$ cat config.mk
export PLATFORM = sky130hd
export DESIGN_NAME = accumulator_cpu_execute_unit_top
export DESIGN_NICKNAME = d
export VERILOG_FILES = /design/src/acpu_pkg.sv /design/src/acpu_exec.sv /design/src/accumulator_cpu_execute_unit_top.sv
export VERILOG_INCLUDE_DIRS = /design/src /design/src/src
export SDC_FILE = /design/constraint.sdc
export NUM_CORES = 1
export LEC_CHECK = 0
export BUFFER_PORTS_ARGS = -buffer_cell sky130_fd_sc_hd__buf_4
export CORE_UTILIZATION = 45
export DETAILED_ROUTE_END_ITERATION = 10
export PLACE_DENSITY_LB_ADDON = 0.2
export SLEW_MARGIN = 20
export SYNTH_ARGS = -nofsm -noshare
export SYNTH_HDL_FRONTEND = slang
export SYNTH_SLANG_ARGS = --single-unit
$ cat constraint.sdc
create_clock -name clock -period 4.6 [get_ports clock]
set_clock_uncertainty 0.05 [all_clocks]
set_input_delay 0.92 -clock clock [delete_from_list [all_inputs] [get_ports clock]]
set_output_delay 0.92 -clock clock [all_outputs]
set_load 0.01 [all_outputs]
$ cat src/accumulator_cpu_execute_unit_top_macros.svh
// assertion macros for the accumulator cpu execute unit
// used by accumulator_cpu_execute_unit_top; expects clock and reset in scope
`ifndef ACCUMULATOR_CPU_EXECUTE_UNIT_TOP_MACROS_SVH
`define ACCUMULATOR_CPU_EXECUTE_UNIT_TOP_MACROS_SVH

// same-cycle implication
`define ACPU_ASSERT_IMPLY(label, ante, cons) \
   label: assert property (@(posedge clock) disable iff (reset) (ante) |-> (cons)) \
      else $error("acpu assertion failed");

// next-cycle implication
`define ACPU_ASSERT_NEXT(label, ante, cons) \
   label: assert property (@(posedge clock) disable iff (reset) (ante) |=> (cons)) \
      else $error("acpu assertion failed");

`endif

$ cat src/acpu_pkg.sv
// shared types and constants for the accumulator cpu execute unit
// no dependencies
`timescale 1ns / 1ps

package acpu_pkg;

   localparam int WORD_W = 16;
   localparam int MODE_W = 6;
   localparam int FLAG_W = 4;

   localparam int FLAG_N_BIT = 3;
   localparam int FLAG_Z_BIT = 2;
   localparam int FLAG_V_BIT = 1;
   localparam int FLAG_C_BIT = 0;

   localparam logic [WORD_W-1:0] SIGN_MIN  = 16'h8000;
   localparam logic [WORD_W-1:0] LOW_MASK  = 16'h00ff;
   localparam logic [WORD_W-1:0] HIGH_MASK = 16'hff00;
   localparam logic [7:0]        BYTE_SIGN = 8'h80;

   localparam logic [MODE_W-1:0] MODE_BR      = 6'd0;
   localparam logic [MODE_W-1:0] MODE_BRLE    = 6'd1;
   localparam logic [MODE_W-1:0] MODE_BRLT    = 6'd2;
   localparam logic [MODE_W-1:0] MODE_BREQ    = 6'd3;
   localparam logic [MODE_W-1:0] MODE_BRNE    = 6'd4;
   localparam logic [MODE_W-1:0] MODE_BRGE    = 6'd5;
   localparam logic [MODE_W-1:0] MODE_BRGT    = 6'd6;
   localparam logic [MODE_W-1:0] MODE_BRV     = 6'd7;
   localparam logic [MODE_W-1:0] MODE_BRC     = 6'd8;
   localparam logic [MODE_W-1:0] MODE_CALL    = 6'd9;
   localparam logic [MODE_W-1:0] MODE_ADDSP   = 6'd10;
   localparam logic [MODE_W-1:0] MODE_SUBSP   = 6'd11;
   localparam logic [MODE_W-1:0] MODE_ADD     = 6'd12;
   localparam logic [MODE_W-1:0] MODE_SUB     = 6'd14;
   localparam logic [MODE_W-1:0] MODE_AND     = 6'd16;
   localparam logic [MODE_W-1:0] MODE_OR      = 6'd18;
   localparam logic [MODE_W-1:0] MODE_CPW     = 6'd20;
   localparam logic [MODE_W-1:0] MODE_CPB     = 6'd22;
   localparam logic [MODE_W-1:0] MODE_LDW     = 6'd24;
   localparam logic [MODE_W-1:0] MODE_LDB     = 6'd26;
   localparam logic [MODE_W-1:0] MODE_STW     = 6'd28;
   localparam logic [MODE_W-1:0] MODE_STB     = 6'd30;
   localparam logic [MODE_W-1:0] MODE_NOT     = 6'd32;
   localparam logic [MODE_W-1:0] MODE_NEG     = 6'd34;
   localparam logic [MODE_W-1:0] MODE_ASL     = 6'd36;
   localparam logic [MODE_W-1:0] MODE_ASR     = 6'd38;
   localparam logic [MODE_W-1:0] MODE_ROL     = 6'd40;
   localparam logic [MODE_W-1:0] MODE_ROR_X   = 6'd43;
   localparam logic [MODE_W-1:0] MODE_MOVFLGA = 6'd44;
   localparam logic [MODE_W-1:0] MODE_MOVAFLG = 6'd45;
   localparam logic [MODE_W-1:0] MODE_STOP    = 6'd46;

   typedef struct packed {
      logic [MODE_W-1:0] mode;
      logic [WORD_W-1:0] operand;
      logic [WORD_W-1:0] next_pc;
   } req_type;

   typedef struct packed {
      logic [WORD_W-1:0] acc;
      logic [WORD_W-1:0] idx;
      logic [WORD_W-1:0] sp;
      logic [FLAG_W-1:0] flags;
   } arch_type;

   typedef struct packed {
      logic [WORD_W-1:0] new_pc;
      logic              store_valid;
      logic              store_byte;
      logic [WORD_W-1:0] store_address;
      logic [WORD_W-1:0] store_data;
      logic              halt;
      logic              illegal;
   } rsp_type;

endpackage

$ cat src/acpu_exec.sv
// execute logic: one operation against the architectural state
// depends on acpu_pkg
`timescale 1ns / 1ps

module acpu_exec import acpu_pkg::*; (
   input  req_type  req,
   input  arch_type cur,
   output arch_type nxt,
   output rsp_type  rsp
);

   logic [MODE_W-1:0] op_base;
   logic [WORD_W-1:0] rv;
   logic [WORD_W-1:0] op;
   logic [WORD_W-1:0] t;
   logic [WORD_W:0]   wide;
   logic [WORD_W-1:0] diff;
   logic              wr_reg;
   logic              take;
   logic [FLAG_W-1:0] f;
   logic [1:0]        keep_vc;

   assign op_base = {req.mode[MODE_W-1:1], 1'b0};
   assign rv      = req.mode[0] ? cur.idx : cur.acc;
   assign op      = req.operand;
   assign keep_vc = cur.flags[FLAG_V_BIT:FLAG_C_BIT];
   assign diff    = rv - op;

   always_comb begin
      nxt    = cur;
      rsp    = '0;
      rsp.new_pc = req.next_pc;
      t      = '0;
      wide   = '0;
      wr_reg = 1'b0;
      take   = 1'b0;
      f      = cur.flags;
      unique case (req.mode) inside
         [MODE_BR:MODE_BRC]: begin
            unique case (req.mode)
               MODE_BR:   take = 1'b1;
               MODE_BRLE: take = cur.flags[FLAG_N_BIT] | cur.flags[FLAG_Z_BIT];
               MODE_BRLT: take = cur.flags[FLAG_N_BIT];
               MODE_BREQ: take = cur.flags[FLAG_Z_BIT];
               MODE_BRNE: take = ~cur.flags[FLAG_Z_BIT];
               MODE_BRGE: take = ~cur.flags[FLAG_N_BIT];
               MODE_BRGT: take = ~cur.flags[FLAG_N_BIT] & ~cur.flags[FLAG_Z_BIT];
               MODE_BRV:  take = cur.flags[FLAG_V_BIT];
               default:   take = cur.flags[FLAG_C_BIT];
            endcase
            if (take) begin
               rsp.new_pc = op;
            end
         end
         MODE_CALL: begin
            nxt.sp            = cur.sp - 16'd2;
            rsp.store_valid   = 1'b1;
            rsp.store_address = cur.sp - 16'd2;
            rsp.store_data    = req.next_pc;
            rsp.new_pc        = op;
         end
         MODE_ADDSP: nxt.sp = cur.sp + op;
         MODE_SUBSP: nxt.sp = cur.sp - op;
         [MODE_ADD:MODE_ROR_X]: begin
            unique case (op_base) inside
               MODE_ADD: begin
                  wide   = {1'b0, rv} + {1'b0, op};
                  t      = wide[WORD_W-1:0];
                  wr_reg = 1'b1;
                  f = {t[WORD_W-1], t == '0,
                       ~(rv[WORD_W-1] ^ op[WORD_W-1]) & (rv[WORD_W-1] ^ t[WORD_W-1]),
                       wide[WORD_W]};
               end
               MODE_SUB, MODE_CPW: begin
                  wide   = {1'b0, rv} + {1'b0, ~op} + 17'd1;
                  t      = wide[WORD_W-1:0];
                  wr_reg = (op_base == MODE_SUB);
                  f = {t[WORD_W-1], t == '0,
                       (rv[WORD_W-1] ^ op[WORD_W-1]) & (rv[WORD_W-1] ^ t[WORD_W-1]),
                       wide[WORD_W]};
                  if (op_base == MODE_CPW && f[FLAG_V_BIT]) begin
                     f[FLAG_N_BIT] = ~f[FLAG_N_BIT];
                  end
               end
               MODE_AND: begin
                  t      = rv & op;
                  wr_reg = 1'b1;
                  f      = {t[WORD_W-1], t == '0, keep_vc};
               end
               MODE_OR: begin
                  t      = rv | op;
                  wr_reg = 1'b1;
                  f      = {t[WORD_W-1], t == '0, keep_vc};
               end
               MODE_CPB: begin
                  f = {(diff[7:0] & BYTE_SIGN) != 8'd0, diff[7:0] == 8'd0, 2'b00};
               end
               MODE_LDW: begin
                  t      = op;
                  wr_reg = 1'b1;
                  f      = {t[WORD_W-1], t == '0, keep_vc};
               end
               MODE_LDB: begin
                  t      = (rv & HIGH_MASK) | (op & LOW_MASK);
                  wr_reg = 1'b1;
                  f      = {1'b0, t[7:0] == 8'd0, keep_vc};
               end
               MODE_STW: begin
                  rsp.store_valid   = 1'b1;
                  rsp.store_address = op;
                  rsp.store_data    = rv;
               end
               MODE_STB: begin
                  rsp.store_valid   = 1'b1;
                  rsp.store_byte    = 1'b1;
                  rsp.store_address = op;
                  rsp.store_data    = rv & LOW_MASK;
               end
               MODE_NOT: begin
                  t      = ~rv;
                  wr_reg = 1'b1;
                  f      = {t[WORD_W-1], t == '0, keep_vc};
               end
               MODE_NEG: begin
                  t      = 16'd0 - rv;
                  wr_reg = 1'b1;
                  f      = {t[WORD_W-1], t == '0, t == SIGN_MIN, rv == '0};
               end
               MODE_ASL: begin
                  t      = {rv[WORD_W-2:0], 1'b0};
                  wr_reg = 1'b1;
                  f = {t[WORD_W-1], t == '0, rv[WORD_W-1] ^ t[WORD_W-1], rv[WORD_W-1]};
               end
               MODE_ASR: begin
                  t      = {rv[WORD_W-1], rv[WORD_W-1:1]};
                  wr_reg = 1'b1;
                  f      = {t[WORD_W-1], t == '0, 1'b0, rv[0]};
               end
               MODE_ROL: begin
                  t      = {rv[WORD_W-2:0], cur.flags[FLAG_C_BIT]};
                  wr_reg = 1'b1;
                  f[FLAG_C_BIT] = rv[WORD_W-1];
               end
               default: begin
                  t      = {cur.flags[FLAG_C_BIT], rv[WORD_W-1:1]};
                  wr_reg = 1'b1;
                  f[FLAG_C_BIT] = rv[0];
               end
            endcase
            if (wr_reg) begin
               if (req.mode[0]) begin
                  nxt.idx = t;
               end else begin
                  nxt.acc = t;
               end
            end
         end
         MODE_MOVFLGA: nxt.acc = {{(WORD_W-FLAG_W){1'b0}}, cur.flags};
         MODE_MOVAFLG: f = cur.acc[FLAG_W-1:0];
         MODE_STOP:    rsp.halt = 1'b1;
         default:      rsp.illegal = 1'b1;
      endcase
      nxt.flags = f;
   end

endmodule

$ cat src/accumulator_cpu_execute_unit_top.sv
// Execute unit for a 16-bit accumulator machine. A transaction is taken into an
// input register, executed in one pass of combinational logic against the A, X,
// SP and flag registers, and the result lands in the output register when the
// input register advances. One transaction per cycle is sustained while the
// result side is ready: the architectural registers are written at the same edge
// as the result register, so the next transaction sees them on its own pass. A
// stalled output holds the input register, which in turn stalls the request side.
// depends on acpu_pkg, acpu_exec and accumulator_cpu_execute_unit_top_macros.svh
`timescale 1ns / 1ps
`include "accumulator_cpu_execute_unit_top_macros.svh"

module accumulator_cpu_execute_unit_top import acpu_pkg::*; (
   input  logic              clock,
   input  logic              reset,
   input  logic              req_valid,
   output logic              req_ready,
   input  logic [MODE_W-1:0] req_mode,
   input  logic [WORD_W-1:0] req_operand,
   input  logic [WORD_W-1:0] req_next_pc,
   output logic              rsp_valid,
   input  logic              rsp_ready,
   output logic [WORD_W-1:0] rsp_new_pc,
   output logic              rsp_store_valid,
   output logic              rsp_store_byte,
   output logic [WORD_W-1:0] rsp_store_address,
   output logic [WORD_W-1:0] rsp_store_data,
   output logic [FLAG_W-1:0] rsp_flags_out,
   output logic [WORD_W-1:0] rsp_acc_value,
   output logic [WORD_W-1:0] rsp_index_value,
   output logic [WORD_W-1:0] rsp_stack_value,
   output logic              rsp_halt,
   output logic              rsp_illegal
);

   logic     in_valid_ff;
   logic     in_valid_in;
   req_type  in_ff;
   req_type  in_in;
   logic     out_valid_ff;
   logic     out_valid_in;
   rsp_type  out_ff;
   rsp_type  out_in;
   arch_type arch_ff;
   arch_type arch_in;
   arch_type exec_nxt;
   rsp_type  exec_rsp;
   logic     advance;
   logic     req_take;

   acpu_exec u_exec (
      .req (in_ff),
      .cur (arch_ff),
      .nxt (exec_nxt),
      .rsp (exec_rsp)
   );

   assign advance   = in_valid_ff & (~out_valid_ff | rsp_ready);
   assign req_ready = ~in_valid_ff | advance;
   assign req_take  = req_valid & req_ready;

   always_comb begin
      in_valid_in  = req_take | (in_valid_ff & ~advance);
      in_in        = req_take ? req_type'({req_mode, req_operand, req_next_pc}) : in_ff;
      out_valid_in = advance | (out_valid_ff & ~rsp_ready);
      out_in       = advance ? exec_rsp : out_ff;
      arch_in      = advance ? exec_nxt : arch_ff;
   end

   always_ff @(posedge clock) begin
      if (reset) begin
         in_valid_ff  <= 1'b0;
         out_valid_ff <= 1'b0;
         arch_ff      <= '0;
      end else begin
         in_valid_ff  <= in_valid_in;
         out_valid_ff <= out_valid_in;
         arch_ff      <= arch_in;
      end
   end

   always_ff @(posedge clock) begin
      in_ff  <= in_in;
      out_ff <= out_in;
   end

   assign rsp_valid         = out_valid_ff;
   assign rsp_new_pc        = out_ff.new_pc;
   assign rsp_store_valid   = out_ff.store_valid;
   assign rsp_store_byte    = out_ff.store_byte;
   assign rsp_store_address = out_ff.store_address;
   assign rsp_store_data    = out_ff.store_data;
   assign rsp_halt          = out_ff.halt;
   assign rsp_illegal       = out_ff.illegal;
   assign rsp_flags_out     = arch_ff.flags;
   assign rsp_acc_value     = arch_ff.acc;
   assign rsp_index_value   = arch_ff.idx;
   assign rsp_stack_value   = arch_ff.sp;

   // an executed transaction always shows up on the result side
   `ACPU_ASSERT_NEXT(a_advance_gives_rsp, advance, out_valid_ff)
   // illegal or stop leaves the architectural state untouched
   `ACPU_ASSERT_NEXT(a_no_side_effect, advance && (exec_rsp.illegal || exec_rsp.halt), $stable(arch_ff))
   // byte writes carry only the low byte
   `ACPU_ASSERT_IMPLY(a_byte_store, out_valid_ff && out_ff.store_byte, out_ff.store_valid && (out_ff.store_data[WORD_W-1:8] == 8'd0))
   // the input stage holds only while a result waits unconsumed on the result side
   `ACPU_ASSERT_IMPLY(a_stall_holds, in_valid_ff && !advance, out_valid_ff && !rsp_ready)

endmodule
==> results.cfg <==
[setup_path]
r2r_setup_slack_ns = 0.37
crit_start = in_ff[36]$_DFFE_PP_
start_kind = flop
required_ns = 4.90
worstReg2RegStart = in_ff[36]$_DFFE_PP_
cp.arrival_ns = 4.53
endpoint_kind = flop
worst_r2r_path_depth = 15
r2r_end = rsp_stack_value[12]$_SDFFE_PP0P_
timing_worst_setup_path_type = flop to flop
path_cells = nor4b_1 > buf_4 > and2_1 > nand2_1 > nor2_1 > a21oi_1 > fa_1 > a21o_1 > a21oi_1 > o21bai_1 > a31oi_1 > o211ai_1 > and3_1 > o32a_1 > a211oi_1
critPathMaxFanout = 10
crit_slowest_cell = fa_1
max_stage_delay_ns = 0.44
cpMostUsedCell = a21oi_1

[min_path]
worst_hold_path_type = flop to flop
hold_depth = 2
min_to = rsp_acc_value[15]$_SDFFE_PP0P_
worstHoldStart = rsp_acc_value[15]$_SDFFE_PP0P_

[clocking]
cts-root-buf = clkbuf_16
ctsHoldBuffers = 0
numCtsBuffers = 17
cts_buffer_depth = 2
cts_num_sinks = 144
postCtsResizedCells = 0
cts_tree = done
clk-insertion-delay-late_ns = 0.44
cts_setup_buffers = 0
clkTransAtPathRegs_ns = 0.07
htreeDepth = 4

[finish]
diodes = 0
syn_to_final_growth_pct = 18.4
drive_above_1_share_pct = 17.6
nets = 1630
fillers = 2428

[detailed_routing]
wire_per_inst_um = 24.9
drtIter0Drc = 1346
drc = 0
via_count = 12084
ant_nets = 0
first_pass_iters = 6
vias_per_cell = 6.51
routed_wl_mm = 46.2

[place]
dp_hpwl_mm = 34.7
portBuffers = 147
gp_congestion = 0.988

[die]
design.portCount = 148
core-area_sq_um = 25300
rows = 58
die_x_um = 163
die_area_sq_um = 26400
die_height_um = 163
start_util_pct = 45.9

[sta]
tightest_slew_ns = 1.12
finalHoldViolCount = 0
max_slew_margin_pct = 25.1
drv_slew = 0
period_share_pct = 91.9
rsz0062_at_grt = false
period_needed_ns = 4.23
setup_violations = 0
fmax_mhz = 237
setup_tns_ns = 0

[pwr]
cellInternalPower_w = 0.00243
peakVddDrop_v = 0.000202
combPwrFrac_pct = 21.0
swShare_pct = 32.9
p_sw_w = 0.00119
p_leak_nw = 5.60
power_w = 0.00362
power_frac_clock_pct = 38.4
seq_power_share_pct = 40.7
powerDensity_nw_per_um2 = 264

[yosys]
syn_area_per_cell_sq_um = 8.42
syn_nets = 1493
synth.distinct_cells = 94
ys_seq_area_share_pct = 32.6
ys.flop_type = edfxtp_1
synth_most_common_cell = nand2_1
ys_ff_latch = 144
synthTopCellsByCount = nand2_1 (125), nor2_1 (115), edfxtp_1 (90)
yosysTopAreaCellShare_pct = 23.3
yosys_warnings = 0
synth_edf_count = 90
synthArstFlopShare_pct = 0
syn_inst = 1377
netlist_top_cells_area = edfxtp_1 (23%), dfxtp_1 (9.3%), ha_1 (7.7%), nand2_1 (4.0%), xnor2_1 (3.9%)
netlist_area_sq_um = 11600
yosysTopAreaCell = edfxtp_1

[grt]
grt_max_degree = 55
antenna_found_initial = 0
grt_use_total_pct = 34.8
grt-ovfl-total = 0
grt_pass1_vias = 10906
grt_pass1_wl_mm = 68.2

[job]
cap_violations = 0

[outcome]
status = complete, no violations
-- critical path, delay by kind of cell, from the launching register on --
family                     cells  cell delay [ns]
DFF                            1             0.39
buffers and inverters          1             0.22
AOI/OAI and AO/OA              8             1.60
and+or+nand+nor                5             1.43
adders and majority gates      1             0.44
-- layer usage --
layer  vias up  share of wire, %  GRT usage (%)
met5         -                 0              0
met1      5776                42           48.5
met2       732                43           52.5
met3       109                10           6.16
li1       5467                 -              -
met4         0               4.3           15.5
-- worst max path at each step --
stage,endpoint,cells after the start
6_report,rsp_stack_value[12]$_SDFFE_PP0P_,15
5_1_grt,rsp_stack_value[12]$_SDFFE_PP0P_,15
4_1_cts,rsp_stack_value[12]$_SDFFE_PP0P_,15
3_5_place_dp,rsp_stack_value[12]$_SDFFE_PP0P_,15
3_3_place_gp,rsp_stack_value[12]$_SDFFE_PP0P_,15
2_1_floorplan,rsp_flags_out[2]$_SDFFE_PP0P_,16
-- state kept, by name (all words and copies together), names as in the netlist, 4 cells and up --
name,flops
in_ff,38
rsp_acc_value,16
rsp_index_value,16
rsp_new_pc,16
rsp_stack_value,16
rsp_store_address,16
rsp_store_data,16
rsp_flags_out,4
-- cell type report --
class / count / area (sq um) / area share [%]
Clock buffer: 17 / 425 / 3.10
Clock inverter: 15 / 145 / 1.06
Inverter: 72 / 270 / 1.97
Multi-Input combinational cell: 1086 / 7230 / 52.6
Sequential cell: 144 / 3780 / 27.6
Tap cell: 330 / 413 / 3.01
Timing Repair Buffer: 193 / 1460 / 10.6
-- cell families (layout without fill, tap and decap cells) --
group | Yosys count | after routing | synth area share [%]
compound gates | 414 | 414 | 24.5
xor+xnor | 66 | 66 | 4.99
fa+ha+maj | 74 | 74 | 8.18
buf+inv | 147 | 297 | 5.06
flops | 144 | 144 | 32.6
mux | 24 | 24 | 2.31
simple gates | 508 | 508 | 22.3
-- power groups by stage --
| stage | Clock [W] | Combinational [W] | Sequential (W) |
|---|---|---|---|
| after detailed placement | 0 | 0.000736 | 0.00150 |
| after CTS | 0.00141 | 0.000739 | 0.00147 |
| final | 0.00139 | 0.000759 | 0.00147 |
| after global placement | 0 | 0.000735 | 0.00150 |
| after floorplan | 0 | 0.000453 | 0.00150 |
| after global routing | 0.00145 | 0.000807 | 0.00148 |
-- stage by stage --
step / utilization, % / std cells / hold WS [ns] / setup slack (ns) / instance area [sq um]
after detailed placement: 52.1 / 1825 / 0.450 / 0.453 / 13200
after global routing: 54.3 / 1857 / 0.479 / 0.0977 / 13700
after global placement: 52.1 / 1825 / 0.447 / 0.528 / 13200
final: 54.3 / 1857 / 0.462 / 0.373 / 13700
after floorplan: - / 1377 / 0.450 / 0.510 / 11600
after CTS: 54.3 / 1857 / 0.459 / 0.423 / 13700
-- cell usage in the layout (no fill, tap or decap), types with 9 or more instances in the layout --
cell type  synthesis  layout
nor3b_1           10      10
a21o_1            16      16
a221oi_1          14      14
nor2b_1           10      10
and3_1            19      19
and2_1            13      12
o22ai_1           34      34
o31ai_1           11      11
a22oi_1           17      17
dfxtp_1           54      54
inv_1             65      64
buf_4              1     192
xnor2_1           51      51
a21oi_1           85      85
a211oi_1          20      20
edfxtp_1          90      90
nor4_1            19      19
nor3_1            49      49
o211ai_1          13      13
or3_1             24      24
nor2_1           115     115
nand4_1           19      19
nand2b_1          12      12
xor2_1            15      15
ha_1              71      71
a31oi_1           16      16
a22o_1             9       9
o21ai_0           81      81
mux2i_1           16      16
clkbuf_16          0      17
nand3_1           47      47
nand2_1          125     125
(Power assumes the default switching activity.)
